`src/sv/lfpd_pkg.sv`:
```
// Types, codes and sizes shared by the PD line-follow steering block.
package lfpd_pkg;

  localparam int RUN_BITS  = 16;
  localparam int DIV_W     = RUN_BITS + 1;
  localparam int DIFF_W    = 4;
  localparam int GAIN_W    = 8;
  localparam int PROD_W    = GAIN_W + DIFF_W;
  localparam int PROP_W    = GAIN_W + 3;
  localparam int CORR_W    = 14;
  localparam int SPEED_W   = 9;
  localparam int CNT_W     = $clog2(PROD_W);
  localparam int MUL_STEPS = DIFF_W;

  localparam logic [RUN_BITS-1:0] RUN_MAX = {RUN_BITS{1'b1}};
  localparam logic [RUN_BITS-1:0] RUN_ONE = RUN_BITS'(1);

  localparam logic [1:0] FUNC_SAMPLE  = 2'd0;
  localparam logic [1:0] FUNC_ALIGN_R = 2'd1;
  localparam logic [1:0] FUNC_ALIGN_L = 2'd2;

  localparam logic [1:0] STAT_DRIVE = 2'd0;
  localparam logic [1:0] STAT_EDGE  = 2'd1;
  localparam logic [1:0] STAT_NODE  = 2'd2;
  localparam logic [1:0] STAT_ALIGN = 2'd3;

  localparam logic [1:0] NODE_NONE  = 2'd0;
  localparam logic [1:0] NODE_BOTH  = 2'd1;
  localparam logic [1:0] NODE_RIGHT = 2'd2;
  localparam logic [1:0] NODE_LEFT  = 2'd3;

  localparam logic [1:0] REG_KP    = 2'd0;
  localparam logic [1:0] REG_KD    = 2'd1;
  localparam logic [1:0] REG_BASE  = 2'd2;
  localparam logic [1:0] REG_LIMIT = 2'd3;

  localparam logic [GAIN_W-1:0] KP_RESET    = 8'd10;
  localparam logic [GAIN_W-1:0] KD_RESET    = 8'd20;
  localparam logic [GAIN_W-1:0] BASE_RESET  = 8'd100;
  localparam logic [GAIN_W-1:0] LIMIT_RESET = 8'd255;

  localparam logic signed [3:0] ERR_ZERO     = 4'sd0;
  localparam logic signed [3:0] ERR_POS_ONE  = 4'sd1;
  localparam logic signed [3:0] ERR_NEG_ONE  = -4'sd1;
  localparam logic signed [3:0] ERR_LOST_POS = 4'sd5;
  localparam logic signed [3:0] ERR_LOST_NEG = -4'sd5;

  typedef enum logic [2:0] {
    ST_IDLE,
    ST_MUL,
    ST_DIV,
    ST_CORR,
    ST_VEL,
    ST_SPEED,
    ST_PUSH
  } state_t;

endpackage

```
`src/sv/line_follow_pd_steering.sv`:
```
// Top level of the PD line-follow steering block.
// One item is taken at a time. An edge, node or realign item goes from acceptance
// straight to the output-register load, and the block is then ready for the next item.
// A sensor sample first runs a bit-serial multiply of the derivative gain by the
// error change over the four bits of that change, then a restoring divide by the sum
// of the prior and current run counts, one quotient bit a cycle over the twelve bits of
// the product, then correction, velocity override and saturation, each registered in its
// own state, before the output register is loaded.
// If the output register still holds an item that has not been taken, the load waits.
// The next item is accepted while the previous one waits in the output register.
module line_follow_pd_steering
  import lfpd_pkg::*;
(
  input  logic                      clk,
  input  logic                      rst,
  input  logic                      cfg_wr_en,
  input  logic [1:0]                cfg_index,
  input  logic [GAIN_W-1:0]         cfg_data,
  input  logic                      in_valid,
  output logic                      in_ready,
  input  logic [1:0]                func,
  input  logic                      edge_seen,
  input  logic                      line_right,
  input  logic                      line_left,
  input  logic                      node_right,
  input  logic                      node_left,
  output logic                      out_valid,
  input  logic                      out_ready,
  output logic [1:0]                status,
  output logic [1:0]                node_kind,
  output logic signed [SPEED_W-1:0] right_speed,
  output logic signed [SPEED_W-1:0] left_speed
);

  state_t state, state_next;

  logic [GAIN_W-1:0] kp_gain, kd_gain, base_velocity, speed_limit;

  logic signed [3:0]   last_err, prior_err;
  logic [RUN_BITS-1:0] prior_run, cur_run;

  logic [CNT_W-1:0]        cnt;
  logic [PROD_W-1:0]       mul_acc, mul_mcand;
  logic [DIFF_W-1:0]       mul_mplier;
  logic [DIV_W-1:0]        divisor, rem;
  logic [PROD_W-1:0]       quot;
  logic [PROP_W-1:0]       prop_mag;
  logic                    prop_neg, der_neg;
  logic signed [CORR_W-1:0] corr, vel;

  logic [1:0]                res_status, res_kind;
  logic signed [SPEED_W-1:0] res_right, res_left;

  logic accept, load_out, sample_item, align_item;
  logic mul_last, div_last;

  logic signed [3:0]   err_new, prior_err_upd;
  logic [RUN_BITS-1:0] prior_run_upd, cur_run_upd;
  logic signed [4:0]   diff;
  logic [4:0]          diff_abs;
  logic [DIV_W-1:0]    div_sum;
  logic [PROD_W-1:0]   mul_acc_next;
  logic [DIV_W:0]      trial;
  logic                trial_ge;
  logic signed [CORR_W-1:0] prop_s, der_s, lim_s, vel_pick;
  logic signed [CORR_W-1:0] right_raw, left_raw, right_sat, left_sat;

  // control
  always_comb begin
    state_next = state;
    unique case (state)
      ST_IDLE:  if (accept) state_next = sample_item ? ST_MUL : ST_PUSH;
      ST_MUL:   if (mul_last) state_next = ST_DIV;
      ST_DIV:   if (div_last) state_next = ST_CORR;
      ST_CORR:  state_next = ST_VEL;
      ST_VEL:   state_next = ST_SPEED;
      ST_SPEED: state_next = ST_PUSH;
      ST_PUSH:  if (load_out) state_next = ST_IDLE;
      default:  state_next = ST_IDLE;
    endcase
  end

  always_comb begin
    in_ready = (state == ST_IDLE) && !rst;
    load_out = (state == ST_PUSH) && (!out_valid || out_ready);
  end

  assign accept      = in_valid && in_ready;
  assign align_item  = (func == FUNC_ALIGN_R) || (func == FUNC_ALIGN_L);
  assign sample_item = !align_item && !edge_seen && !node_right && !node_left;
  assign mul_last    = (cnt == CNT_W'(MUL_STEPS - 1));
  assign div_last    = (cnt == CNT_W'(PROD_W - 1));

  // line error and history update
  always_comb begin
    if (line_left && line_right) err_new = ERR_ZERO;
    else if (line_left) err_new = ERR_NEG_ONE;
    else if (line_right) err_new = ERR_POS_ONE;
    else err_new = (last_err > ERR_ZERO) ? ERR_LOST_POS : ERR_LOST_NEG;

    if (err_new != last_err) begin
      prior_err_upd = last_err;
      prior_run_upd = cur_run;
      cur_run_upd   = RUN_ONE;
    end else begin
      prior_err_upd = prior_err;
      prior_run_upd = prior_run;
      cur_run_upd   = cur_run;
    end

    div_sum  = {1'b0, prior_run_upd} + {1'b0, cur_run_upd};
    diff     = {err_new[3], err_new} - {prior_err_upd[3], prior_err_upd};
    diff_abs = diff[4] ? 5'(-diff) : 5'(diff);
  end

  assign mul_acc_next = mul_mplier[0] ? (mul_acc + mul_mcand) : mul_acc;
  assign trial        = {rem, quot[PROD_W-1]};
  assign trial_ge     = (trial >= {1'b0, divisor});

  // correction and speed arithmetic
  always_comb begin
    prop_s = prop_neg ? -$signed({3'b000, prop_mag}) : $signed({3'b000, prop_mag});
    der_s  = der_neg ? -$signed({2'b00, quot}) : $signed({2'b00, quot});
    lim_s  = $signed({{(CORR_W-GAIN_W){1'b0}}, speed_limit});

    vel_pick = $signed({{(CORR_W-GAIN_W){1'b0}}, base_velocity});
    if (vel_pick - corr < -lim_s) vel_pick = -lim_s;
    if (vel_pick + corr > lim_s) vel_pick = lim_s;

    right_raw = vel - corr;
    left_raw  = vel + corr;
    if (right_raw > lim_s) right_sat = lim_s;
    else if (right_raw < -lim_s) right_sat = -lim_s;
    else right_sat = right_raw;
    if (left_raw > lim_s) left_sat = lim_s;
    else if (left_raw < -lim_s) left_sat = -lim_s;
    else left_sat = left_raw;
  end

  always_ff @(posedge clk) begin
    if (rst) begin
      state         <= ST_IDLE;
      kp_gain       <= KP_RESET;
      kd_gain       <= KD_RESET;
      base_velocity <= BASE_RESET;
      speed_limit   <= LIMIT_RESET;
      last_err      <= ERR_ZERO;
      prior_err     <= ERR_ZERO;
      prior_run     <= RUN_ONE;
      cur_run       <= '0;
      cnt           <= '0;
      out_valid     <= 1'b0;
    end else begin
      state <= state_next;

      if (cfg_wr_en) begin
        unique case (cfg_index)
          REG_KP:    kp_gain       <= cfg_data;
          REG_KD:    kd_gain       <= cfg_data;
          REG_BASE:  base_velocity <= cfg_data;
          REG_LIMIT: speed_limit   <= cfg_data;
          default:   kp_gain       <= kp_gain;
        endcase
      end

      if (accept) begin
        cnt <= '0;
        if (align_item) begin
          last_err  <= (func == FUNC_ALIGN_R) ? ERR_POS_ONE : ERR_NEG_ONE;
          prior_err <= (func == FUNC_ALIGN_R) ? ERR_POS_ONE : ERR_NEG_ONE;
          prior_run <= RUN_ONE;
          cur_run   <= '0;
        end else if (sample_item) begin
          last_err  <= err_new;
          prior_err <= prior_err_upd;
          prior_run <= prior_run_upd;
          cur_run   <= (cur_run_upd == RUN_MAX) ? cur_run_upd : cur_run_upd + RUN_ONE;
        end
      end

      if (state == ST_MUL || state == ST_DIV) begin
        cnt <= (mul_last && state == ST_MUL) ? '0 : cnt + CNT_W'(1);
      end

      if (load_out) out_valid <= 1'b1;
      else if (out_ready) out_valid <= 1'b0;
    end
  end

  // datapath
  always_ff @(posedge clk) begin
    if (accept) begin
      res_kind  <= NODE_NONE;
      res_right <= '0;
      res_left  <= '0;
      if (align_item) begin
        res_status <= STAT_ALIGN;
      end else if (edge_seen) begin
        res_status <= STAT_EDGE;
      end else if (node_right || node_left) begin
        res_status <= STAT_NODE;
        if (node_right && node_left) res_kind <= NODE_BOTH;
        else if (node_right) res_kind <= NODE_RIGHT;
        else res_kind <= NODE_LEFT;
      end else begin
        res_status <= STAT_DRIVE;
      end

      prop_neg <= err_new[3];
      if (err_new == ERR_LOST_POS || err_new == ERR_LOST_NEG) begin
        prop_mag <= {1'b0, kp_gain, 2'b00} + {3'b000, kp_gain};
      end else if (err_new == ERR_ZERO) begin
        prop_mag <= '0;
      end else begin
        prop_mag <= {3'b000, kp_gain};
      end

      der_neg    <= diff[4];
      divisor    <= (div_sum == '0) ? DIV_W'(1) : div_sum;
      mul_acc    <= '0;
      mul_mcand  <= {{(PROD_W-GAIN_W){1'b0}}, kd_gain};
      mul_mplier <= diff_abs[DIFF_W-1:0];
    end

    unique case (state)
      ST_MUL: begin
        mul_acc    <= mul_acc_next;
        mul_mcand  <= {mul_mcand[PROD_W-2:0], 1'b0};
        mul_mplier <= {1'b0, mul_mplier[DIFF_W-1:1]};
        if (mul_last) begin
          quot <= mul_acc_next;
          rem  <= '0;
        end
      end
      ST_DIV: begin
        rem  <= trial_ge ? DIV_W'(trial - {1'b0, divisor}) : trial[DIV_W-1:0];
        quot <= {quot[PROD_W-2:0], trial_ge};
      end
      ST_CORR:  corr <= prop_s + der_s;
      ST_VEL:   vel  <= vel_pick;
      ST_SPEED: begin
        res_right <= right_sat[SPEED_W-1:0];
        res_left  <= left_sat[SPEED_W-1:0];
      end
      default: begin
      end
    endcase

    if (load_out) begin
      status      <= res_status;
      node_kind   <= res_kind;
      right_speed <= res_right;
      left_speed  <= res_left;
    end
  end

endmodule

```
`config.mk`:
```
export PLATFORM = sky130hd
export DESIGN_NAME = line_follow_pd_steering
export DESIGN_NICKNAME = d
export VERILOG_FILES = /design/src/sv/lfpd_pkg.sv /design/src/sv/line_follow_pd_steering.sv
export SDC_FILE = /design/constraint.sdc
export NUM_CORES = 1
export LEC_CHECK = 0
export BUFFER_PORTS_ARGS = -buffer_cell sky130_fd_sc_hd__buf_2
export CORE_ASPECT_RATIO = 1.75
export CORE_MARGIN = 3
export CORE_UTILIZATION = 45
export CTS_CLUSTER_SIZE = 8
export DETAILED_ROUTE_END_ITERATION = 10
export HOLD_SLACK_MARGIN = 0.1
export RECOVER_POWER = 100
export SLEW_MARGIN = 20
export SYNTH_ARGS = -nofsm -noshare
export SYNTH_HDL_FRONTEND = slang
export SYNTH_SLANG_ARGS = --single-unit
export TNS_END_PERCENT = 30
```
`constraint.sdc`:
```
create_clock -name clk -period 6.7 [get_ports clk]
set_input_delay 1.005 -clock clk [delete_from_list [all_inputs] [get_ports clk]]
set_output_delay 1.005 -clock clk [all_outputs]
set_load 0.05 [all_outputs]
```
Word level (Yosys, flattened, before mapping)
Index checks and enable logic that the tools add are counted.
{"block": "op_classes", "addsub": 16, "n_bitwise": 1, "magnitude_cmp": 8, "n_reduce_logical": 40, "n_mux": 58, "n_eq_ne": 21}
{"op": "two-way mux 16 bit", "count": 7}
{"op": "two-way mux 12 bit", "count": 6}
{"op": "two-way mux 9 bit", "count": 7}
{"op": "two-way mux 4 bit", "count": 14}
{"op": "adder 14 bit", "count": 3}
{"op": "greater-than comparator 14 x 9 -> 1 bit", "count": 3}
{"op": "less-than comparator 14 bit", "count": 3}
{"op": "two-way mux 14 bit", "count": 3}
{"op": "two-way mux 17 bit", "count": 2}
{"op": "one-hot mux 17 bit (2 select lines)", "count": 1}
{"op": "one-hot mux 12 bit (2 select lines)", "count": 1}
{"op": "two-way mux 3 bit", "count": 7}
{"op": "one-hot mux 3 bit (7 select lines)", "count": 1}
{"op": ">= comparator 18 x 17 -> 1 bit", "count": 1}
{"op": "adder 16 x 16 -> 17 bit", "count": 1}
{"op": "zero test 17 bit", "count": 1}
{"op": "subtractor 17 bit", "count": 1}
{"op": "adder 16 x 1 -> 16 bit, second input constant", "count": 1}
{"op": "== test 16 bit, second input constant", "count": 1}
{"op": "two-way mux 8 bit", "count": 2}
{"op": "negation 11 -> 14 bit", "count": 1}
{"op": "negation 12 -> 14 bit", "count": 1}
{"op": "negation 8 -> 14 bit", "count": 1}
{"op": "subtractor 14 bit", "count": 1}
{"op": "other kinds (32)", "count": 74}
{"block": "totals", "regBits": 239, "out_inout_bits": 24, "word_cells": 179, "in_bits": 22}

Depth between registers and ports, before layout
{"block": "depth", "depth_word": 12, "depth_mapped": 37, "depth_no_buf": 34}

Least setup slack after synthesis
No wires, ideal clock.
{"block": "synth_path", "path_type": "reg2reg", "startpoint": "reg corr[0]", "endpoint": "reg vel[4] (data pin)", "period_less_slack_ns": 6.912, "path_buffers": 3, "arrival_time_ns": 6.650, "setup_time_ns": 0.262, "stages_incl_launch_ff": 37, "path_slack_ns": -0.212, "required_ns": 6.438, "cell_sequence": "edfxtp_1 -> ha_1 -> fa_1 -> nor2b_1 -> o21ai_0 -> a21boi_0 -> o21ai_0 -> a21boi_0 -> o21ai_0 -> a211oi_1 -> xnor2_1 -> ha_1 -> a31oi_1 -> o21ai_0 -> a221oi_1 -> nand2_1 -> and2_1 -> clkbuf_1 -> clkbuf_1 -> nand2_1 -> o21ai_0 -> ha_1 -> inv_1 -> fa_1 -> nand2b_1 -> nand2b_1 -> a21oi_1 -> xnor2_1 -> ha_1 -> o21a_1 -> o211ai_1 -> o21ai_0 -> o21ai_0 -> nand4_1 -> o41ai_2 -> buf_2 -> mux2_1"}
{"block": "synth_via", "elab_chain_len": 6}
{"element": "start: declaration", "line_no": "line_follow_pd_steering.sv:49", "text": "logic signed [CORR_W-1:0] corr, vel;"}
{"element": "start signal: assignment", "line_no": "line_follow_pd_steering.sv:239", "text": "ST_CORR: corr <= prop_s + der_s;"}
{"element": "subtractor 9 x 14 -> 14 bit", "line_no": "line_follow_pd_steering.sv:127", "text": "if (vel_pick - corr < -lim_s) vel_pick = -lim_s;"}
{"element": "less-than comparator 14 bit", "line_no": "line_follow_pd_steering.sv:127"}
{"element": "two-way mux 14 bit", "line_no": "line_follow_pd_steering.sv:127"}
{"element": "adder 14 bit", "line_no": "line_follow_pd_steering.sv:128", "text": "if (vel_pick + corr > lim_s) vel_pick = lim_s;"}
{"element": "greater-than comparator 14 x 9 -> 1 bit", "line_no": "line_follow_pd_steering.sv:128"}
{"element": "two-way mux 8 bit *", "line_no": "line_follow_pd_steering.sv:128"}
{"element": "via vel_pick[4]", "line_no": "line_follow_pd_steering.sv:65", "text": "logic signed [CORR_W-1:0] prop_s, der_s, lim_s, vel_pick;"}
{"element": "end signal: assignment", "line_no": "line_follow_pd_steering.sv:240", "text": "ST_VEL: vel <= vel_pick;"}
{"element": "end: declaration", "line_no": "line_follow_pd_steering.sv:49"}
The timed path passes the listed nets; every way through them passes the cells marked *.
A chain may end at the register's enable or synchronous reset.

Final worst setup path
Same ends and word-level chain as after synthesis.

==> summary.md <==
| Metric | Value |
|---|---|
| Post-DP HPWL | `41400 µm` |
| Synth area leader | `edfxtp_1` |
| Core Area | `0.0387 mm²` |
| Final setup fails | `0` |
| Net count after synthesis | `2199` |
| Longest Clk Path Bufs | `3` |
| GPL Wtd Cong | `1.06` |
| Largest vdd supply drop | `0.210 mV` |
| Leak | `8.69 nW` |
| Gr usage total | `0.255` |
| Synth Area per Inst | `9.00 µm²` |
| Placement Cell Area | `0.0190 mm²` |
| Antenna violations before repair | `0` |
| Layout Cells excl Fill | `2618` |
| Synth Area in Compound Gates | `0.191` |
| Design area | `0.0206 mm²` |
| Pwr Density | `374 mW/mm²` |
| Die ar. | `0.0421 mm²` |
| Delay-heaviest family, CP | `compound AO/OA/AOI/OAI gates` |
| Critical Path AT | `6.92 ns` |
| Most instantiated cells after synthesis | `203 x nor2_1, 185 x ha_1, 173 x nand2_1, 156 x edfxtp_1, 140 x a21oi_1` |
| Post-Synth XOR/XNOR Area | `0.0550` |
| RSZ-0062 raised after global routing | `yes` |
| Worst skew pair latency | `0.52 ns` |
| First-pass GRT wire length | `84600 µm` |
| CTS tree | `built` |
| # clock sinks | `237` |
| Slew headroom | `-1.36` |
| Gr ovfl total | `0` |
| 1st-iter DRT viols | `836` |
| Synth Area in Simple Gates | `0.183` |
| Number of buffers created by CTS | `35` |
| Seq/Total Area, Yosys | `0.354` |
| Status | `complete, but fails checks` |
| Critical Path RT | `6.96 ns` |
| CTS root buf | `clkbuf_16` |
| Final net count | `2326` |
| Main combinational cell family by area after synthesis | `compound AO/OA/AOI/OAI gates` |
| Post-Route WL | `54400 µm` |
| Final hold vios | `0` |
| Final Critical Period | `6.66 ns` |
| Layout cells sized above 1 | `0.123` |
| Synth cell types | `87` |
| Die Width | `156 µm` |
| Adder-cell share of the synthesized area | `0.141` |
| Initial Util | `0.460` |
| Worst path slowest cell | `edfxtp_1` |
| Met3 GRT Util | `0.0356` |
| Kind of critical path | `flip-flop to flip-flop` |
| Max Cap Violations | `6` |
| Synth top area share | `0.263` |
| Number of diodes | `0` |
| Vias/cell | `5.92` |
| Fin. max-slew vios | `200` |
| Clk_skew | `0.0192 ns` |
| CP Capture Type | `flip-flop` |
| Most common cell in the netlist | `nor2_1` |
| Async set or reset register ratio after synthesis | `0` |
| Top_reg_cell synth | `edfxtp_1` |
| Flops & latches, synth | `237` |
| Top cells by area, synth | `edfxtp_1 26%, ha_1 13%, dfxtp_1 9.1%` |
| Layout area overhead | `15.6%` |
| Die Ht | `269 µm` |
| Routed Antenna Nets | `0` |
| Number of global-route vias before repair | `15.9k` |
| Drt drc | `0` |
| Cells after DPL | `2509` |
| TritonRoute pass-1 iters | `5` |
| Worst min path class | `flip-flop to flip-flop` |
| Pin count of the biggest net entering global routing | `76` |
| Syn Inst Count | `1982` |
| # IOs | `46` |
| WP buf/inv | `5` |
| Mux contribution to synthesized area | `0.0322` |
| Area of the mapped netlist | `0.0178 mm²` |
| Row count | `95` |
| Global-route track usage on met1 | `0.241` |
| DR vias | `15.5k` |
| Number of synthesized flops with an enable pin | `156` |
| Wire length per cell | `20.8 µm` |
| Most Crowded Layer GR | `met2` |
| Ys Warns | `0` |
| Worst slew pin tran | `3.54 ns` |
| Nature of the critical path startpoint | `flip-flop` |
| GR Util met2 | `0.486` |
| Number of I/O port buffers | `45` |
| Maximum clock rate | `150 MHz` |
| Fillers | `3609` |
| Core Util, Final | `0.532` |
| Failing checks | `capacitance limit, slew limit` |
| CTS Hold Bufs | `0` |
| Clock slew at reported path FFs | `0.05 ns` |
| CP max FO | `7` |
| Final period util | `0.993` |
| H-tree level count | `2` |
| CP peak stage delay | `0.42 ns` |
[stage by stage]
stage               total power [mW]  hold WS [ns]  setup WS [ns]  TNS, ns
floorplan                       4.94         0.400         0.0154        0
global placement                5.81         0.401         -0.248    -2.26
detailed placement              5.90         0.405         -0.371    -3.78
CTS                             7.71         0.414        -0.0290   -0.138
global route                    8.28         0.419         -0.323    -3.82
finish                          7.72         0.414         0.0443        0
[worst paths after layout]
check	start	end	slack [ns]	depth (start not counted)
worst max-delay path	corr[0]	vel[4]	0.04	31
worst min-delay path	res_left[5]	left_speed[5]	0.41	0
worst max register to register	corr[0]	vel[4]	0.04	31
worst min register to register	res_left[5]	left_speed[5]	0.41	0
[power by group]
| group | internal, mW | switching, mW |
|---|---|---|
| registers | 2.00 | 0.233 |
| clock network | 1.02 | 0.654 |
| logic | 1.56 | 2.24 |
| total | 4.59 | 3.13 |
[registers in the layout, summed over array words and instances, names as in the netlist, 4 cells and up]
name           count
right_speed        9
rem               17
cur_run           16
mul_acc           12
res_left           9
vel               13
divisor           17
corr              14
speed_limit        8
prior_run         16
left_speed         9
kd_gain            8
mul_mcand         12
prior_err          4
mul_mplier         4
quot              12
kp_gain            8
res_right          9
prop_mag          11
base_velocity      8
cnt                4
[cell usage in the layout (no fill, tap or decap), types with 12 or more instances in the layout]
master | synthesis | layout
nand2_1 | 173 | 170
inv_1 | 121 | 117
edfxtp_1 | 156 | 156
clkbuf_16 | 0 | 38
nand4_1 | 20 | 20
or2_2 | 13 | 12
a22oi_1 | 19 | 19
nand3_1 | 42 | 41
a21oi_1 | 140 | 137
buf_4 | 2 | 110
nand2b_1 | 24 | 23
ha_1 | 185 | 177
xor2_1 | 26 | 26
or3_1 | 20 | 20
clkbuf_1 | 66 | 55
and2_1 | 28 | 22
a31oi_1 | 19 | 19
or4_1 | 12 | 12
o31ai_1 | 19 | 18
a211o_1 | 18 | 18
mux2i_1 | 45 | 44
a22o_1 | 12 | 12
a211oi_1 | 18 | 16
o21a_1 | 23 | 23
dfxtp_1 | 81 | 80
buf_2 | 7 | 20
o21ai_0 | 91 | 79
nor3_1 | 52 | 52
xnor2_1 | 86 | 83
a21o_1 | 34 | 34
nor2b_1 | 25 | 24
nor2_1 | 203 | 200
[per-layer routing]
layer  share of wire  vias up
li1                -     7495
met1            0.33     7415
met2            0.55      395
met3           0.033      190
met4           0.084        0
met5               0        -
[area by class of cell]
cell class	count	area (µm²)	area share
tap	485	607	0.0294
clock inverter	2	25.0	0.00121
multi-input combinational	1541	11100	0.536
clock buffer	59	1010	0.0489
sequential	237	6310	0.306
inverter	122	458	0.0222
timing repair buffer	172	1160	0.0563
[repair_timing]
action / 4_1_cts / 5_1_grt
buffers inserted: 39 / 12
endpoints found under the setup margin: 13 / 13
pin swaps: 34 / 43
gates resized for setup: 40 / 46
cloned: 1 / 0
endpoints found under the hold margin: 0 / 0
[cells by family (layout without fill, tap and decap cells)]
logic type               after synthesis  in the layout
flip-flops                           237            237
multiplexers                          56             56
buffers and inverters                204            355
adder cells (fa/ha/maj)              195            195
AND/OR/NAND/NOR                      672            672
AO/OA/AOI/OAI                        506            506
XOR/XNOR                             112            112
(Power assumes the default switching activity.)
